## src/hw/rtl/xrsd_pkg.sv

```systemverilog
// Shared types and constants of the cross-reference stream row decoder.
`timescale 1ns / 1ps
`default_nettype none

package xrsd_pkg;

    localparam int CFG_IDX_W     = 3;
    localparam int CFG_DATA_W    = 24;
    localparam int OBJ_W         = 24;
    localparam int OUT_FIELD_W   = 32;
    localparam int POS_W         = 5;
    localparam int ROW_POSITIONS = 32;

    // Entry type that marks an object stored inside an object stream
    localparam logic [OUT_FIELD_W-1:0] TYPE_COMPRESSED = 32'd2;

    typedef enum logic [CFG_IDX_W-1:0] {
        REG_DATA_COLUMNS   = 3'd0,
        REG_WIDTH_TYPE     = 3'd1,
        REG_WIDTH_OFFSET   = 3'd2,
        REG_WIDTH_GEN      = 3'd3,
        REG_PREDICTOR_MODE = 3'd4,
        REG_FIRST_OBJECT   = 3'd5
    } cfg_reg_t;

    typedef enum logic [1:0] {
        FLD_TYPE,
        FLD_SECOND,
        FLD_THIRD,
        FLD_NONE
    } field_sel_t;

    typedef struct packed {
        logic [7:0] data_byte;
        logic       stream_begin;
        logic       stream_end;
    } in_t;

    typedef struct packed {
        logic [OUT_FIELD_W-1:0] entry_type;
        logic [OUT_FIELD_W-1:0] second_field;
        logic [OUT_FIELD_W-1:0] third_field;
        logic [OBJ_W-1:0]       object_id;
        logic [OUT_FIELD_W-1:0] start_byte;
        logic [OUT_FIELD_W-1:0] container_object;
        logic                   size_error;
    } out_t;

    typedef struct packed {
        logic [4:0]       data_columns;
        logic [2:0]       width_type;
        logic [2:0]       width_offset;
        logic [2:0]       width_gen;
        logic [1:0]       predictor_mode;
        logic [OBJ_W-1:0] first_object;
    } cfg_t;

    // Control handed from the position tracker to the field stage
    typedef struct packed {
        logic [7:0]       data_byte;
        logic             stream_begin;
        logic             has_data;
        field_sel_t       field_sel;
        logic             add_en;
        logic             fwd;
        logic             row_done;
        logic             size_err;
        logic [OBJ_W-1:0] object_id;
    } item_ctl_t;

endpackage

`default_nettype wire

```

## src/hw/rtl/xrsd_ram.sv

```systemverilog
// Generic single-write, single-read RAM with registered read data.
`timescale 1ns / 1ps
`default_nettype none

module xrsd_ram #(
    parameter int WIDTH = 8,
    parameter int DEPTH = 32
) (
    input  wire logic                     aclk,
    input  wire logic                     we,
    input  wire logic [$clog2(DEPTH)-1:0] waddr,
    input  wire logic [WIDTH-1:0]         wdata,
    input  wire logic                     re,
    input  wire logic [$clog2(DEPTH)-1:0] raddr,
    output logic      [WIDTH-1:0]         rdata
);

    logic [WIDTH-1:0] mem [DEPTH];

    always_ff @(posedge aclk) begin
        if (we) begin
            mem[waddr] <= wdata;
        end
        if (re) begin
            rdata <= mem[raddr];
        end
    end

endmodule

`default_nettype wire

```

## src/hw/rtl/xrsd_cfg.sv

```systemverilog
// Configuration register file of the row decoder.
`timescale 1ns / 1ps
`default_nettype none

module xrsd_cfg (
    input  wire logic                             aclk,
    input  wire logic                             aresetn,
    input  wire logic                             cfg_we,
    input  wire logic [xrsd_pkg::CFG_IDX_W-1:0]   cfg_index,
    input  wire logic [xrsd_pkg::CFG_DATA_W-1:0]  cfg_wdata,
    output xrsd_pkg::cfg_t                        cfg
);

    xrsd_pkg::cfg_t cfg_reg;

    // Write the addressed register; unknown indexes are dropped
    always_ff @(posedge aclk) begin
        if (!aresetn) begin
            cfg_reg.data_columns   <= 5'd4;
            cfg_reg.width_type     <= 3'd1;
            cfg_reg.width_offset   <= 3'd2;
            cfg_reg.width_gen      <= 3'd1;
            cfg_reg.predictor_mode <= 2'd0;
            cfg_reg.first_object   <= '0;
        end else if (cfg_we) begin
            case (cfg_index)
                xrsd_pkg::REG_DATA_COLUMNS:   cfg_reg.data_columns   <= cfg_wdata[4:0];
                xrsd_pkg::REG_WIDTH_TYPE:     cfg_reg.width_type     <= cfg_wdata[2:0];
                xrsd_pkg::REG_WIDTH_OFFSET:   cfg_reg.width_offset   <= cfg_wdata[2:0];
                xrsd_pkg::REG_WIDTH_GEN:      cfg_reg.width_gen      <= cfg_wdata[2:0];
                xrsd_pkg::REG_PREDICTOR_MODE: cfg_reg.predictor_mode <= cfg_wdata[1:0];
                xrsd_pkg::REG_FIRST_OBJECT:
                    cfg_reg.first_object <= cfg_wdata[xrsd_pkg::OBJ_W-1:0];
                default: begin
                end
            endcase
        end
    end

    assign cfg = cfg_reg;

endmodule

`default_nettype wire

```

## src/hw/rtl/xrsd_track.sv

```systemverilog
// Row position tracker: column and row counters, line buffer read and valid flags.
`timescale 1ns / 1ps
`default_nettype none

module xrsd_track #(
    parameter int MAX_ROW_BYTES = 32,
    parameter int SLOT_W        = $clog2(MAX_ROW_BYTES)
) (
    input  wire logic                  aclk,
    input  wire logic                  aresetn,
    input  wire xrsd_pkg::cfg_t        cfg,
    input  wire logic                  s_valid,
    output logic                       s_ready,
    input  wire xrsd_pkg::in_t         s_data,
    input  wire logic                  p1_adv,
    output logic                       rd_en,
    output logic [SLOT_W-1:0]          rd_slot,
    output logic                       wr_en,
    output logic [SLOT_W-1:0]          wr_slot,
    output logic                       item_valid,
    output xrsd_pkg::item_ctl_t        item_ctl
);

    localparam int POS_W = xrsd_pkg::POS_W;
    localparam int OBJ_W = xrsd_pkg::OBJ_W;

    logic [POS_W-1:0]          pos_reg, pos_next;
    logic [OBJ_W-1:0]          rc_reg, rc_next;
    logic                      frf_reg, frf_next;
    logic [MAX_ROW_BYTES-1:0]  valid_reg;
    logic                      p1_valid_reg;
    xrsd_pkg::item_ctl_t       item_reg;
    logic [SLOT_W-1:0]         slot_reg;

    logic [SLOT_W-1:0]         slot_tbl [xrsd_pkg::ROW_POSITIONS];

    logic                      accept;
    logic                      filter, up;
    logic [POS_W-1:0]          cols;
    logic [POS_W:0]            row_len;
    logic [POS_W-1:0]          pos, d;
    logic                      frf;
    logic [OBJ_W-1:0]          rc;
    logic [POS_W-1:0]          lim_type, lim_second, lim_third;
    logic [SLOT_W-1:0]         slot;
    logic                      has_data, fwd, row_done;
    logic [OBJ_W:0]            obj_sum;
    xrsd_pkg::field_sel_t      sel;

    // Column to line buffer slot, folded at elaboration
    for (genvar i = 0; i < xrsd_pkg::ROW_POSITIONS; i++) begin : g_slot
        assign slot_tbl[i] = SLOT_W'(i % MAX_ROW_BYTES);
    end

    assign s_ready = !p1_valid_reg || p1_adv;
    assign accept  = s_valid && s_ready;

    // Decode row geometry and the position of the incoming word
    always_comb begin
        filter     = cfg.predictor_mode != 2'd0;
        up         = cfg.predictor_mode[1];
        cols       = (cfg.data_columns == '0) ? POS_W'(1) : cfg.data_columns;
        row_len    = {1'b0, cols} + (POS_W + 1)'(filter);
        pos        = s_data.stream_begin ? '0 : pos_reg;
        frf        = s_data.stream_begin || frf_reg;
        rc         = s_data.stream_begin ? '0 : rc_reg;
        has_data   = !(filter && pos == '0);
        d          = pos - POS_W'(filter);
        lim_type   = POS_W'(cfg.width_type);
        lim_second = lim_type + POS_W'(cfg.width_offset);
        lim_third  = lim_second + POS_W'(cfg.width_gen);
        if (d < lim_type) begin
            sel = xrsd_pkg::FLD_TYPE;
        end else if (d < lim_second) begin
            sel = xrsd_pkg::FLD_SECOND;
        end else if (d < lim_third) begin
            sel = xrsd_pkg::FLD_THIRD;
        end else begin
            sel = xrsd_pkg::FLD_NONE;
        end
        slot     = slot_tbl[pos];
        row_done = ({1'b0, pos} + (POS_W + 1)'(1)) >= row_len;
        obj_sum  = {1'b0, cfg.first_object} + {1'b0, rc};
    end

    // Forward the word that stage 1 writes in this cycle to the same slot
    assign wr_en   = p1_valid_reg && item_reg.has_data && p1_adv;
    assign wr_slot = slot_reg;
    assign fwd     = wr_en && (slot_reg == slot);

    assign rd_en   = accept;
    assign rd_slot = slot;

    // Advance column, row count and first-row flag
    always_comb begin
        pos_next = pos_reg;
        rc_next  = rc_reg;
        frf_next = frf_reg;
        if (accept) begin
            frf_next = frf;
            rc_next  = rc;
            if (row_done) begin
                pos_next = '0;
                rc_next  = (rc == '1) ? rc : rc + OBJ_W'(1);
                frf_next = 1'b0;
            end else if (s_data.stream_end) begin
                pos_next = '0;
            end else begin
                pos_next = pos + POS_W'(1);
            end
        end
    end

    always_ff @(posedge aclk) begin
        if (!aresetn) begin
            pos_reg      <= '0;
            rc_reg       <= '0;
            frf_reg      <= 1'b1;
            valid_reg    <= '0;
            p1_valid_reg <= 1'b0;
        end else begin
            pos_reg <= pos_next;
            rc_reg  <= rc_next;
            frf_reg <= frf_next;
            // Stream start clears the line buffer after the older word's write
            if (wr_en) begin
                valid_reg[slot_reg] <= 1'b1;
            end
            if (accept && s_data.stream_begin) begin
                valid_reg <= '0;
            end
            if (accept) begin
                p1_valid_reg <= 1'b1;
            end else if (p1_adv) begin
                p1_valid_reg <= 1'b0;
            end
        end
    end

    // Load the stage 1 control word
    always_ff @(posedge aclk) begin
        if (accept) begin
            slot_reg               <= slot;
            item_reg.data_byte     <= s_data.data_byte;
            item_reg.stream_begin  <= s_data.stream_begin;
            item_reg.has_data      <= has_data;
            item_reg.field_sel     <= sel;
            item_reg.add_en        <= up && !frf && (valid_reg[slot] || fwd);
            item_reg.fwd           <= fwd;
            item_reg.row_done      <= row_done;
            item_reg.size_err      <= s_data.stream_end && !row_done;
            item_reg.object_id     <= obj_sum[OBJ_W] ? '1 : obj_sum[OBJ_W-1:0];
        end
    end

    assign item_valid = p1_valid_reg;
    assign item_ctl   = item_reg;

    a_start_clears: assert property (@(posedge aclk) disable iff (!aresetn)
        accept && s_data.stream_begin |=> valid_reg == '0)
        else $error("line buffer flags not cleared after stream start");

    a_rc_monotonic: assert property (@(posedge aclk) disable iff (!aresetn)
        !(accept && s_data.stream_begin) |=> rc_reg >= $past(rc_reg))
        else $error("row count fell without stream start");

endmodule

`default_nettype wire

```

## src/hw/rtl/xrsd_field.sv

```systemverilog
// Field stage: Up add, line buffer write-back, field accumulators and output register.
`timescale 1ns / 1ps
`default_nettype none

module xrsd_field #(
    parameter int FIELD_BYTES = 4
) (
    input  wire logic                 aclk,
    input  wire logic                 aresetn,
    input  wire logic                 item_valid,
    input  wire xrsd_pkg::item_ctl_t  item_ctl,
    input  wire logic [7:0]           rd_data,
    output logic                      p1_adv,
    output logic [7:0]                wr_data,
    output logic                      m_valid,
    input  wire logic                 m_ready,
    output xrsd_pkg::out_t            m_data
);

    localparam int ACC_W = 8 * FIELD_BYTES;
    localparam int OUT_W = xrsd_pkg::OUT_FIELD_W;

    logic [ACC_W-1:0]   type_acc_reg, second_acc_reg, third_acc_reg;
    logic [7:0]         last_wr_reg;
    logic               out_valid_reg;
    xrsd_pkg::out_t     out_reg;
    xrsd_pkg::out_t     out_next;

    logic [7:0]         prev, v;
    logic [ACC_W-1:0]   base_t, base_s, base_g;
    logic [ACC_W-1:0]   new_t, new_s, new_g;
    logic [OUT_W-1:0]   t, s, g;
    logic               emit, advance, push;

    // Add the byte of the previous row, forwarded when just written
    always_comb begin
        prev    = item_ctl.fwd ? last_wr_reg : rd_data;
        v       = item_ctl.data_byte + (item_ctl.add_en ? prev : 8'd0);
        wr_data = v;
    end

    // Shift the decoded byte into the selected field
    always_comb begin
        base_t = item_ctl.stream_begin ? '0 : type_acc_reg;
        base_s = item_ctl.stream_begin ? '0 : second_acc_reg;
        base_g = item_ctl.stream_begin ? '0 : third_acc_reg;
        push   = item_ctl.has_data;
        new_t  = base_t;
        new_s  = base_s;
        new_g  = base_g;
        if (push) begin
            case (item_ctl.field_sel)
                xrsd_pkg::FLD_TYPE:   new_t = ACC_W'({base_t, v});
                xrsd_pkg::FLD_SECOND: new_s = ACC_W'({base_s, v});
                xrsd_pkg::FLD_THIRD:  new_g = ACC_W'({base_g, v});
                default: begin
                end
            endcase
        end
        t = OUT_W'(new_t);
        s = OUT_W'(new_s);
        g = OUT_W'(new_g);
    end

    // Build the result word; a size error carries nothing but its flag
    always_comb begin
        out_next = '0;
        if (item_ctl.size_err) begin
            out_next.size_error = 1'b1;
        end else begin
            out_next.entry_type       = t;
            out_next.second_field     = s;
            out_next.third_field      = g;
            out_next.object_id        = item_ctl.object_id;
            out_next.start_byte       = (t != xrsd_pkg::TYPE_COMPRESSED) ? s : '0;
            out_next.container_object = (t == xrsd_pkg::TYPE_COMPRESSED) ? s : '0;
        end
    end

    // Stall only behind an occupied output register
    assign emit    = item_ctl.row_done || item_ctl.size_err;
    assign p1_adv  = !(item_valid && emit && out_valid_reg && !m_ready);
    assign advance = item_valid && p1_adv;

    always_ff @(posedge aclk) begin
        if (!aresetn) begin
            type_acc_reg   <= '0;
            second_acc_reg <= '0;
            third_acc_reg  <= '0;
            out_valid_reg  <= 1'b0;
        end else begin
            if (advance) begin
                if (emit) begin
                    type_acc_reg   <= '0;
                    second_acc_reg <= '0;
                    third_acc_reg  <= '0;
                end else begin
                    type_acc_reg   <= new_t;
                    second_acc_reg <= new_s;
                    third_acc_reg  <= new_g;
                end
            end
            if (advance && emit) begin
                out_valid_reg <= 1'b1;
            end else if (m_ready) begin
                out_valid_reg <= 1'b0;
            end
        end
    end

    // Hold the last written byte and load the result word
    always_ff @(posedge aclk) begin
        if (advance && push) begin
            last_wr_reg <= v;
        end
        if (advance && emit) begin
            out_reg <= out_next;
        end
    end

    assign m_valid = out_valid_reg;
    assign m_data  = out_reg;

    a_err_zero: assert property (@(posedge aclk) disable iff (!aresetn)
        m_valid && m_data.size_error |->
            (m_data.entry_type == '0 && m_data.second_field == '0 &&
             m_data.third_field == '0 && m_data.object_id == '0))
        else $error("size error word carries field data");

    a_split: assert property (@(posedge aclk) disable iff (!aresetn)
        m_valid |-> (m_data.start_byte == '0 || m_data.container_object == '0))
        else $error("start byte and container object both set");

    a_stall_cause: assert property (@(posedge aclk) disable iff (!aresetn)
        !p1_adv |-> (m_valid && item_valid && emit))
        else $error("stage 1 stalled without a waiting result");

endmodule

`default_nettype wire

```

## src/hw/rtl/xref_stream_row_decoder.sv

```systemverilog
// Top level of the cross-reference stream row decoder.
//
// Usage: stream decompressed cross-reference bytes into s_ (valid/ready), one byte per
// word, with stream_begin on the first byte and stream_end on the last. Each completed
// row yields one entry word on m_ (valid/ready); a stream that ends inside a row yields
// one word with size_error set and all other fields zero.
// Configuration goes through cfg_we/cfg_index/cfg_wdata, one register per write, and
// takes effect for the next byte; write it only while no byte is in flight.
// Throughput: one byte per cycle while not stalled. The line buffer is a RAM with one read and one
// write per byte; the read is issued when the byte is taken, the write when it leaves
// the stage 1 register, with forwarding when two bytes in a row hit the same slot.
// The entry word of a row reaches m_ through the stage 1 register and the result register.
// Stall: the result register holds while m_ready is low; one more byte is still taken
// into the field stage, and more after it as long as they complete no row.
// Reset: registers return to their defaults (4, 1, 2, 1, 0, 0), counters clear and
// every line buffer slot reads as zero through per-slot valid flags; no clearing pass.
`timescale 1ns / 1ps
`default_nettype none

module xref_stream_row_decoder #(
    parameter int MAX_ROW_BYTES = 32,
    parameter int FIELD_BYTES   = 4
) (
    input  wire logic                             aclk,
    input  wire logic                             aresetn,
    input  wire logic                             cfg_we,
    input  wire logic [xrsd_pkg::CFG_IDX_W-1:0]   cfg_index,
    input  wire logic [xrsd_pkg::CFG_DATA_W-1:0]  cfg_wdata,
    input  wire logic                             s_valid,
    output logic                                  s_ready,
    input  wire xrsd_pkg::in_t                    s_data,
    output logic                                  m_valid,
    input  wire logic                             m_ready,
    output xrsd_pkg::out_t                        m_data
);

    localparam int SLOT_W = $clog2(MAX_ROW_BYTES);

    xrsd_pkg::cfg_t       cfg;
    xrsd_pkg::item_ctl_t  item_ctl;
    logic                 item_valid;
    logic                 p1_adv;
    logic                 rd_en, wr_en;
    logic [SLOT_W-1:0]    rd_slot, wr_slot;
    logic [7:0]           rd_data, wr_data;

    xrsd_cfg u_cfg (
        .aclk      (aclk),
        .aresetn   (aresetn),
        .cfg_we    (cfg_we),
        .cfg_index (cfg_index),
        .cfg_wdata (cfg_wdata),
        .cfg       (cfg)
    );

    xrsd_track #(
        .MAX_ROW_BYTES (MAX_ROW_BYTES),
        .SLOT_W        (SLOT_W)
    ) u_track (
        .aclk       (aclk),
        .aresetn    (aresetn),
        .cfg        (cfg),
        .s_valid    (s_valid),
        .s_ready    (s_ready),
        .s_data     (s_data),
        .p1_adv     (p1_adv),
        .rd_en      (rd_en),
        .rd_slot    (rd_slot),
        .wr_en      (wr_en),
        .wr_slot    (wr_slot),
        .item_valid (item_valid),
        .item_ctl   (item_ctl)
    );

    xrsd_ram #(
        .WIDTH (8),
        .DEPTH (MAX_ROW_BYTES)
    ) u_line_buf (
        .aclk  (aclk),
        .we    (wr_en),
        .waddr (wr_slot),
        .wdata (wr_data),
        .re    (rd_en),
        .raddr (rd_slot),
        .rdata (rd_data)
    );

    xrsd_field #(
        .FIELD_BYTES (FIELD_BYTES)
    ) u_field (
        .aclk       (aclk),
        .aresetn    (aresetn),
        .item_valid (item_valid),
        .item_ctl   (item_ctl),
        .rd_data    (rd_data),
        .p1_adv     (p1_adv),
        .wr_data    (wr_data),
        .m_valid    (m_valid),
        .m_ready    (m_ready),
        .m_data     (m_data)
    );

endmodule

`default_nettype wire

```

## config.mk

```make
export PLATFORM = sky130hd
export DESIGN_NAME = xref_stream_row_decoder
export DESIGN_NICKNAME = d
export VERILOG_FILES = /design/src/hw/rtl/xrsd_pkg.sv /design/src/hw/rtl/xrsd_ram.sv /design/src/hw/rtl/xrsd_cfg.sv /design/src/hw/rtl/xrsd_track.sv /design/src/hw/rtl/xrsd_field.sv /design/src/hw/rtl/xref_stream_row_decoder.sv
export SDC_FILE = /design/constraint.sdc
export NUM_CORES = 1
export LEC_CHECK = 0
export ABC_AREA = 1
export BUFFER_PORTS_ARGS = -buffer_cell sky130_fd_sc_hd__buf_2
export CORE_MARGIN = 10
export CORE_UTILIZATION = 55
export DETAILED_ROUTE_END_ITERATION = 16
export PLACE_DENSITY = 0.77
export SLEW_MARGIN = 0
export SYNTH_ARGS = -nofsm -noshare
export SYNTH_HDL_FRONTEND = slang
export SYNTH_SLANG_ARGS = --single-unit
```

## constraint.sdc

```tcl
create_clock -name aclk -period 10.5 [get_ports aclk]
set_input_delay 2.1 -clock aclk [delete_from_list [all_inputs] [get_ports aclk]]
set_output_delay 2.1 -clock aclk [all_outputs]
set_load 0.02 [all_outputs]
```

# Word-level counts from Yosys, hierarchy flattened
# Memory sizes are Yosys's and may differ from the RTL's. A register that Yosys moved wholly into a read port is not among the register bits.
# Cells that the tools add are included.
[totals] register_bits=438 latch_bits=0 ramBits=256 mem_bits_ro=160 input_bits=42 word_cells=149 n_memories=2
[memory_table] name="u_line_buf.mem" words=32 width=8 read_ports=1 rd_ports_with_merged_regs=1 write_ports=1 line="xrsd_ram.sv:18" text="logic [WIDTH-1:0] mem [DEPTH];"
[memory_table] name="(name not given)" words=32 width=5 read_ports=1 rd_ports_with_merged_regs=0 write_ports=0 line="xrsd_track.sv:81" text="slot = slot_tbl[pos];"
[classes] add_sub_neg=9 mul=0 div_mod_pow=0 order_cmp=8 n_eq_ne=12 shift=0 n_mux=37 n_bitwise=5 n_reduce_logical=42
[op_table] cell="$mux W32" count=12
[op_table] cell="$mux W24" count=3
[op_table] cell="$eq A32 B2 Y1 const B" count=1
[op_table] cell="$ne A32 B2 Y1 const B" count=1
[op_table] cell="$or A32 B32 Y32" count=1
[op_table] cell="$mux W5" count=6
[op_table] cell="$add A24 B24 Y25" count=1
[op_table] cell="$add A24 B1 Y24 const B" count=1
[op_table] cell="$eq A24 B24 Y1 const B" count=1
[op_table] cell="$logic_and A1 B1 Y1" count=16
[op_table] cell="$mux W8" count=2
[op_table] cell="$lt A5 B6 Y1 const B" count=2
[op_table] cell="$mux W1" count=12
[op_table] cell="$reduce_and A2 Y1" count=6
[op_table] cell="$logic_not A5 Y1" count=2
[op_table] cell="$lt A5 B5 Y1" count=2
[op_table] cell="$add A8 B8 Y8" count=1
[op_table] cell="$reduce_or A2 Y1" count=4
[op_table] cell="$add A5 B1 Y6" count=1
[op_table] cell="$add A5 B1 Y6 const B" count=1
[op_table] cell="$eq A3 B2 Y1 const B" count=2
[op_table] cell="$eq A3 B3 Y1 const B" count=2
[op_table] cell="$ge A6 B6 Y1" count=1
[op_table] cell="$ge A6 B6 Y1 const B" count=1
[op_table] cell="20 further kinds" count=31

# Longest topological paths before layout
# Gate-level depths: netlist of run 1.
[depth] depth_word=9 mapped_depth=22

# Modules after synthesis
# Synthesis of run 1 repeated with hierarchy kept, for this count alone.
[unflattened] hier_cells=3641 hier_area_um2=32723.9
[modules_own_cells] module="xrsd_field" instances=1 cells_per_inst=1432 area_each_um2=12761.0
[modules_own_cells] module="xrsd_ram" instances=1 cells_per_inst=922 area_each_um2=10866.7
[modules_own_cells] module="xrsd_track" instances=1 cells_per_inst=1031 area_each_um2=7388.3
[modules_own_cells] module="xrsd_cfg" instances=1 cells_per_inst=256 area_each_um2=1707.9

# Worst setup path after synthesis of run 1
# Ideal clock, no wire load.
[synth_timing] kind="input to register" start="in m_ready" end="reg u_field.out_reg (netlist bit u_field.m_data[0]) (enable)" t_arrival_ns=10.518 required_ns=9.766 setup_slack_ns=-0.752 stages=7 path_buffers=1 path_cell_list="inv_1 > nand2_1 > nor2_1 > inv_1 > nand2_1 > clkbuf_1 > nor2_1"
[synth_between] elab_chain_cells=5
[synth_lines] element="start, declared" line="xref_stream_row_decoder.sv:33" text="input wire logic m_ready,"
[synth_lines] element="$logic_not A1 Y1" line="xrsd_field.sv:82" text="assign p1_adv = !(item_valid && emit && out_valid_reg && !m_ready);"
[synth_lines] element="$logic_and A1 B1 Y1" line="xrsd_field.sv:82"
[synth_lines] element="$logic_not A1 Y1" line="xrsd_field.sv:82"
[synth_lines] element="$logic_and A1 B1 Y1" line="xrsd_field.sv:83" text="assign advance = item_valid && p1_adv;"
[synth_lines] element="$logic_and A1 B1 Y1" line="xrsd_field.sv:116" text="if (advance && emit) begin"
[synth_lines] element="end signal, assigned" line="xrsd_field.sv:117" text="out_reg <= out_next;"
[synth_lines] element="end, declared" line="xrsd_field.sv:26" text="xrsd_pkg::out_t out_reg;"
# Every way passes these cells.
# A chain may end at the register's enable or synchronous reset.

# Worst setup path in the final report of run 1
[layout_timing] start="in s_data[1] (netlist bit)" end="reg u_track.rc_reg[9]"
[layout_between] elab_chain_cells=4 word_cells_on_any_way=8
[layout_lines] element="start, declared" line="xref_stream_row_decoder.sv:31" text="input wire xrsd_pkg::in_t s_data,"
[layout_lines] element="$mux W5" line="xrsd_track.sv:64" text="pos = s_data.stream_begin ? '0 : pos_reg;"
[layout_lines] element="$add A5 B1 Y6" line="xrsd_track.sv:82" text="row_done = ({1'b0, pos} + (POS_W + 1)'(1)) >= row_len;"
[layout_lines] element="$ge A6 B6 Y1" line="xrsd_track.sv:82"
[layout_lines] element="via u_track.row_done" line="xrsd_track.sv:46" text="logic has_data, fwd, row_done;"
[layout_lines] element="$mux W24" line="xrsd_track.sv:102" text="if (row_done) begin"
[layout_lines] element="end signal, assigned" line="xrsd_track.sv:123" text="rc_reg <= rc_next;"
[layout_lines] element="end, declared" line="xrsd_track.sv:28" text="logic [OBJ_W-1:0] rc_reg, rc_next;"
# The timed path passes the listed nets, and every way through them passes these cells.

==> results of run 1 <==
-- cell usage in the layout, fill, tap and decap left out, types with 3 or more instances in the layout --
master,count
nor3_1,21
nand3b_1,3
o22ai_1,37
o221ai_1,32
nand2_1,695
fa_1,4
diode_2,3
clkinvlp_4,4
nor4_1,5
bufinv_16,3
nor2_1,560
clkbuf_1,22
inv_6,3
a31oi_1,22
clkinv_2,13
a22oi_1,3
nand3_1,148
dfxtp_1,200
clkinv_1,9
edfxtp_1,502
clkbuf_16,75
xnor2_1,15
ha_1,59
xor2_1,18
buf_2,228
a21o_1,8
nand2_2,3
buf_4,30
inv_2,5
o21a_1,3
nand4_1,15
inv_1,267
o21ba_2,6
or2_2,39
a21boi_0,5
o21bai_1,3
nor2_2,4
a21oi_1,193
o21ai_0,242
-- logic make-up (layout without fill, tap and decap cells) --
logic type | Yosys count | after routing | synth area share [%]
xor+xnor | 33 | 33 | 0.932
flops | 702 | 702 | 61.5
simple gates | 1502 | 1502 | 19.5
fa+ha+maj | 63 | 63 | 2.64
buf+inv | 436 | 665 | 5.44
other cells | 0 | 3 | 0
compound gates | 560 | 560 | 9.98
-- metrics by stage --
stage	power, mW	setup slack, ps	hold WS (ps)	util (%)	cell area (µm²)
6_report	6.09	4150	446	63.1	35000
3_3_place_gp	3.67	3770	434	59.0	32700
5_1_grt	6.28	3750	467	63.1	34900
2_1_floorplan	3.51	2380	426	-	31000
4_1_cts	6.11	4250	449	63.1	34900
3_5_place_dp	3.68	3580	439	59.0	32700
-- per-layer routing --
layer | global-route usage [%] | vias up | wire [µm]
met5 | 0 | - | 28
met4 | 8.36 | 4 | 2170
met3 | 4.62 | 143 | 6910
met2 | 35.8 | 1031 | 35900
met1 | 29.8 | 11111 | 32100
li1 | - | 11422 | -
-- power breakdown --
part           internal, mW  switching [mW]  total [mW]  leakage (nW)
combinational         0.129           0.403       0.532          6.34
sequential             3.07          0.0290        3.10          6.27
clock                  1.41            1.05        2.46          1.09
total                  4.61            1.48        6.09          13.7
-- worst max-delay path: cells and delay by family --
family	cells	cell delay (ps)
adder cells (fa/ha/maj)	2	730
AND/OR/NAND/NOR	8	1010
buffers and inverters	4	1830
AO/OA/AOI/OAI	3	1060
XOR/XNOR	1	90
-- cell type report --
| type | count | area (µm²) |
|---|---|---|
| well taps | 748 | 936 |
| clock buffers | 99 | 1990 |
| fillers | 4417 | 20500 |
| inverters | 275 | 1040 |
| diodes | 3 | 7.51 |
| multi-input cells | 2158 | 10300 |
| flip-flops and latches | 702 | 19100 |
| repair buffers | 258 | 1370 |
| clock inverters | 33 | 269 |
-- path summary, 6_finish.rpt --
kind	from	end	slack, ps	cells past startpoint
hold / removal	u_track.valid_reg[1]	u_track.valid_reg[1]	450	2
setup reg to reg	u_track.pos_reg[0]	u_track.rc_reg[9]	5730	16
hold reg to reg	u_track.valid_reg[1]	u_track.valid_reg[1]	450	2
setup / recovery	s_data[1]	u_track.rc_reg[9]	4150	18
==> results.yml, run 1 <==
detailed_routing:
  antenna_left: 0
  viasPerCell: 5.55
  drt_pass1_iterations: 8
  avgRoutedWirePerCell_um: 18.0
  drc_errors: 0
  routed_wl_um: 77100
  drt_iter0_drc: 2477
  num_vias: 23711
clocking:
  cts_tree: "built"
  cts.sinks: 702
  root_buffer: "clkbuf_16"
  clkTransAtPathRegs_ps: 60
  post_cts_buffers: 0
  cts-resized-gates: 0
  htree_levels: 3
  cts_buffer_depth: 3
  numCtsBuffers: 72
  clkLatencyLatePin_ps: 620
  holdBufCountCts: 0
synthesis:
  syn_nets: 3401
  syn_area_um2: 31000
  syn_inst: 3296
  yosysTopAreaCellShare_pct: 48.6
  ys_types: 43
  synth-async-reset-ratio_pct: 0
  yosys.area.top_type: "edfxtp_1"
  avgSynthCellArea_um2: 9.41
  synth_edf_count: 502
  synth-seq-area-share_pct: 61.5
  yosysWarnings: 0
  synthTopCellsByArea: "edfxtp_1, dfxtp_1, nand2_1"
  synthMostInstantiatedCell: "nand2_1"
  ys_top_cells_by_count: "nand2_1, nor2_1, edfxtp_1"
  ys_ff_latch: 702
  synth_flop_cell: "edfxtp_1"
floorplanning:
  dieArea_um2: 66300
  initial_core_util_pct: 56.0
  io_pins: 229
  fp.dieH_um: 257
  fp.dieW_um: 257
  placementRows: 86
  core-area_um2: 55400
run_status:
  status: "finished, final reports clean"
worst_setup_path:
  worst_setup_path_end_kind: "flop"
  arrival_ps: 6900
  cpPeakStageDelay_ps: 720
  critical_path_class: "in2reg"
  cp_cell_sequence: "buf_2 > inv_2 > nand2_2 > buf_4 > inv_4 > ha_1 > nand3_1 > xor2_1 > ha_1 > nand2_1 > nor2_1 > nand2_1 > nand3_1 > nand2_1 > a21oi_1 > nand2_1 > a21oi_1 > o21a_1"
  crit_slowest_cell: "a21oi_1"
  worstPathRequired_ps: 11050
  cp_common_cell: "nand2_1"
  crit_fanout: 91
  start_kind: "primary input"
timing:
  setup-violations-final: 0
  rsz0062_at_grt: "no"
  fmax_mhz: 158
  hold_viol: 0
  fin_setup_tns_ps: 0
  slew_headroom_pct: 10.4
  period_share_pct: 60.4
  finClkSkew_ps: 24.2
  drv_slew: 0
  layout_min_cycle_time_ps: 6350
  worst_pin_slew_ps: 1340
placed_design:
  io_buffer_count: 228
  place_congestion: 0.905
  dp_cells: 4141
  dpl.hpwl_um: 50000
power:
  peakVddDrop_v: 0.000102
  power_leakage_nw: 13.7
  p_per_area_nw_per_um2: 174
grt:
  grt_pass1_wl_um: 120000
  grt_pass1_vias: 21934
  grt_use_total_pct: 22.4
  grt-ovfl-total: 0
  antenna_found_initial: 3
  grt_max_degree: 99
min_path:
  hold_path_class: "reg2reg"
cells_and_area:
  largest_reg_flops: 256
  syn_to_final_growth_pct: 12.7
  top_register: "u_line_buf.mem"
  drive_above_1_share_pct: 12.0
  final_cells: 4276
  nets: 3572
run:
  maxCapViolCount: 0
No activity file was read; power rests on OpenSTA's default activity.
==> run 2, diff against run 1 <==
Settings changed: PLACE_DENSITY 0.77 to 0.74.
Clock period 10.5 ns to 5.95 ns, I/O delays scaled along.
==> run 2 against run 1 <==
Total power is 81% higher. Non-clock buffer count is 4 higher. Register-to-register slack worse by 3800 ps. Largest power group unchanged. Design area is 0.62% higher. Clock skew is 5.3 ps higher. First-iteration DRC count is 4.6% higher. Flip-flop and latch count stayed put. Cell count hardly changed.
==> results.yml, run 2 (synthesis results as in run 1) <==
detailed_routing:
  viasPerCell: 5.53
  antenna_left: 0
  drc_errors: 0
  drt_iter0_drc: 2592
  num_vias: 23642
  avgRoutedWirePerCell_um: 18.1
  routed_wl_um: 77400
  drt_pass1_iterations: 6
grt:
  grt_max_degree: 120
  grt-ovfl-total: 0
  grt_use_total_pct: 22.6
  antenna_found_initial: 1
  grt_pass1_vias: 21945
  grt_pass1_wl_um: 121000
clocking:
  root_buffer: "clkbuf_16"
  cts_buffer_depth: 3
  cts.sinks: 702
  htree_levels: 3
  cts-resized-gates: 0
  post_cts_buffers: 0
  holdBufCountCts: 0
  clkTransAtPathRegs_ps: 60
  clkLatencyLatePin_ps: 620
  cts_tree: "built"
  numCtsBuffers: 73
worst_setup_path:
  critical_path_class: "in2reg"
  r2r_cells: 15
  r2r-start: "u_track.pos_reg[4]"
  cp_cell_sequence: "buf_2 > nor2_1 > inv_1 > xor2_1 > ha_1 > nand2_1 > nor2_1 > nand2_1 > nand3_1 > nand2_1 > a21oi_1 > nand4_1 > nand2_1 > nand2_1 > nor2_1"
  arrival_ps: 5120
  cp_common_cell: "nand2_1"
  worst_setup_path_end_kind: "flop"
  crit_fanout: 27
  r2r_slack_ps: 1960
  cpPeakStageDelay_ps: 750
  worstPathRequired_ps: 6500
  start_kind: "primary input"
  crit_slowest_cell: "nor2_1"
  worstReg2RegEnd: "u_track.rc_reg[22]"
floorplanning:
  placementRows: 86
  core-area_um2: 55400
  fp.dieW_um: 257
  io_pins: 229
  fp.dieH_um: 257
  dieArea_um2: 66300
  initial_core_util_pct: 56.0
timing:
  slew_headroom_pct: 17.2
  worst_pin_slew_ps: 1240
  hold_viol: 0
  fmax_mhz: 219
  drv_slew: 0
  rsz0062_at_grt: "no"
  finClkSkew_ps: 29.5
  setup-violations-final: 0
  fin_setup_tns_ps: 0
  period_share_pct: 76.8
  worst_hold_slack_ps: 448
  fin_ws_ps: 1380
  layout_min_cycle_time_ps: 4570
run_status:
  status: "finished, final reports clean"
cells_and_area:
  final_area_um2: 35200
  final_util_pct: 63.5
  syn_to_final_growth_pct: 13.4
  antenna_cells: 0
  drive_above_1_share_pct: 12.5
  final_cell_mix: "nand2_1, nor2_1, edfxtp_1"
  final_common_cell: "nand2_1"
  nets: 3577
  top_register: "u_line_buf.mem"
  final_cells: 4279
  nFillCells: 4520
  largest_reg_flops: 256
power:
  p_per_area_nw_per_um2: 313
  power_leakage_nw: 13.8
  peakVddDrop_v: 0.000211
  power_mw: 11.0
min_path:
  hold_end: "u_track.valid_reg[2]"
  hold_path_class: "reg2reg"
  worstHoldStart: "u_track.valid_reg[2]"
  min_path_cells: 2
placed_design:
  pre_cts_slack_ps: 774
  place_congestion: 0.896
  io_buffer_count: 228
  dp_cells: 4145
  dpl.hpwl_um: 49900
  postPlaceCellArea_um2: 32700
run:
  maxCapViolCount: 0
-- run 2: cell types whose count changed in the layout (fill, tap and decap cells not counted), sizes merged --
cell    before  now
clkbuf      99   98
buf        258  262
bufinv       3    6
diode        3    0
-- run 2: how the worst max path moves through the flow --
| stage | start | depth (start not counted) | to | slack, ps |
|---|---|---|---|---|
| 3_3_place_gp | s_data[1] | 15 | u_track.rc_reg[22] | 910 |
| 5_1_grt | s_data[1] | 15 | u_track.rc_reg[22] | 870 |
| 6_report | s_data[1] | 15 | u_track.rc_reg[22] | 1380 |
| 4_1_cts | s_data[1] | 15 | u_track.rc_reg[22] | 1430 |
| 3_5_place_dp | s_data[1] | 14 | u_track.rc_reg[22] | 770 |
| 2_1_floorplan | m_ready | 7 | u_field.m_data[0] | 820 |
-- run 2: layout make-up --
class                           instances  area (µm²)  share of cell area [%]
Sequential cell                       702       19100                    54.2
Timing Repair Buffer                  262        1420                    4.04
Multi-Input combinational cell       2158       10300                    29.2
Clock inverter                         36         352                    1.00
Tap cell                              748         936                    2.66
Inverter                              275        1040                    2.95
Clock buffer                           98        2070                    5.90
-- run 2: layer usage --
layer	up-vias	global-route usage, %	part of all wire (%)
met4	2	7.22	2.2
li1	11432	-	-
met3	119	3.90	8.1
met1	11117	31.1	43
met5	-	0	0.022
met2	972	36.0	47
-- run 2: worst max-delay path: cells and delay by family --
kind | cells | cell delay [ps]
AO/OA/AOI/OAI | 1 | 720
XOR/XNOR | 1 | 290
adder cells (fa/ha/maj) | 1 | 300
buffers and inverters | 2 | 730
AND/OR/NAND/NOR | 10 | 1860
-- run 2: power by group --
part	internal [mW]	leakage (nW)	switching [mW]
Combinational	0.231	6.36	0.710
Sequential	5.42	6.27	0.0516
Clock	2.72	1.19	1.87
Total	8.36	13.8	2.63
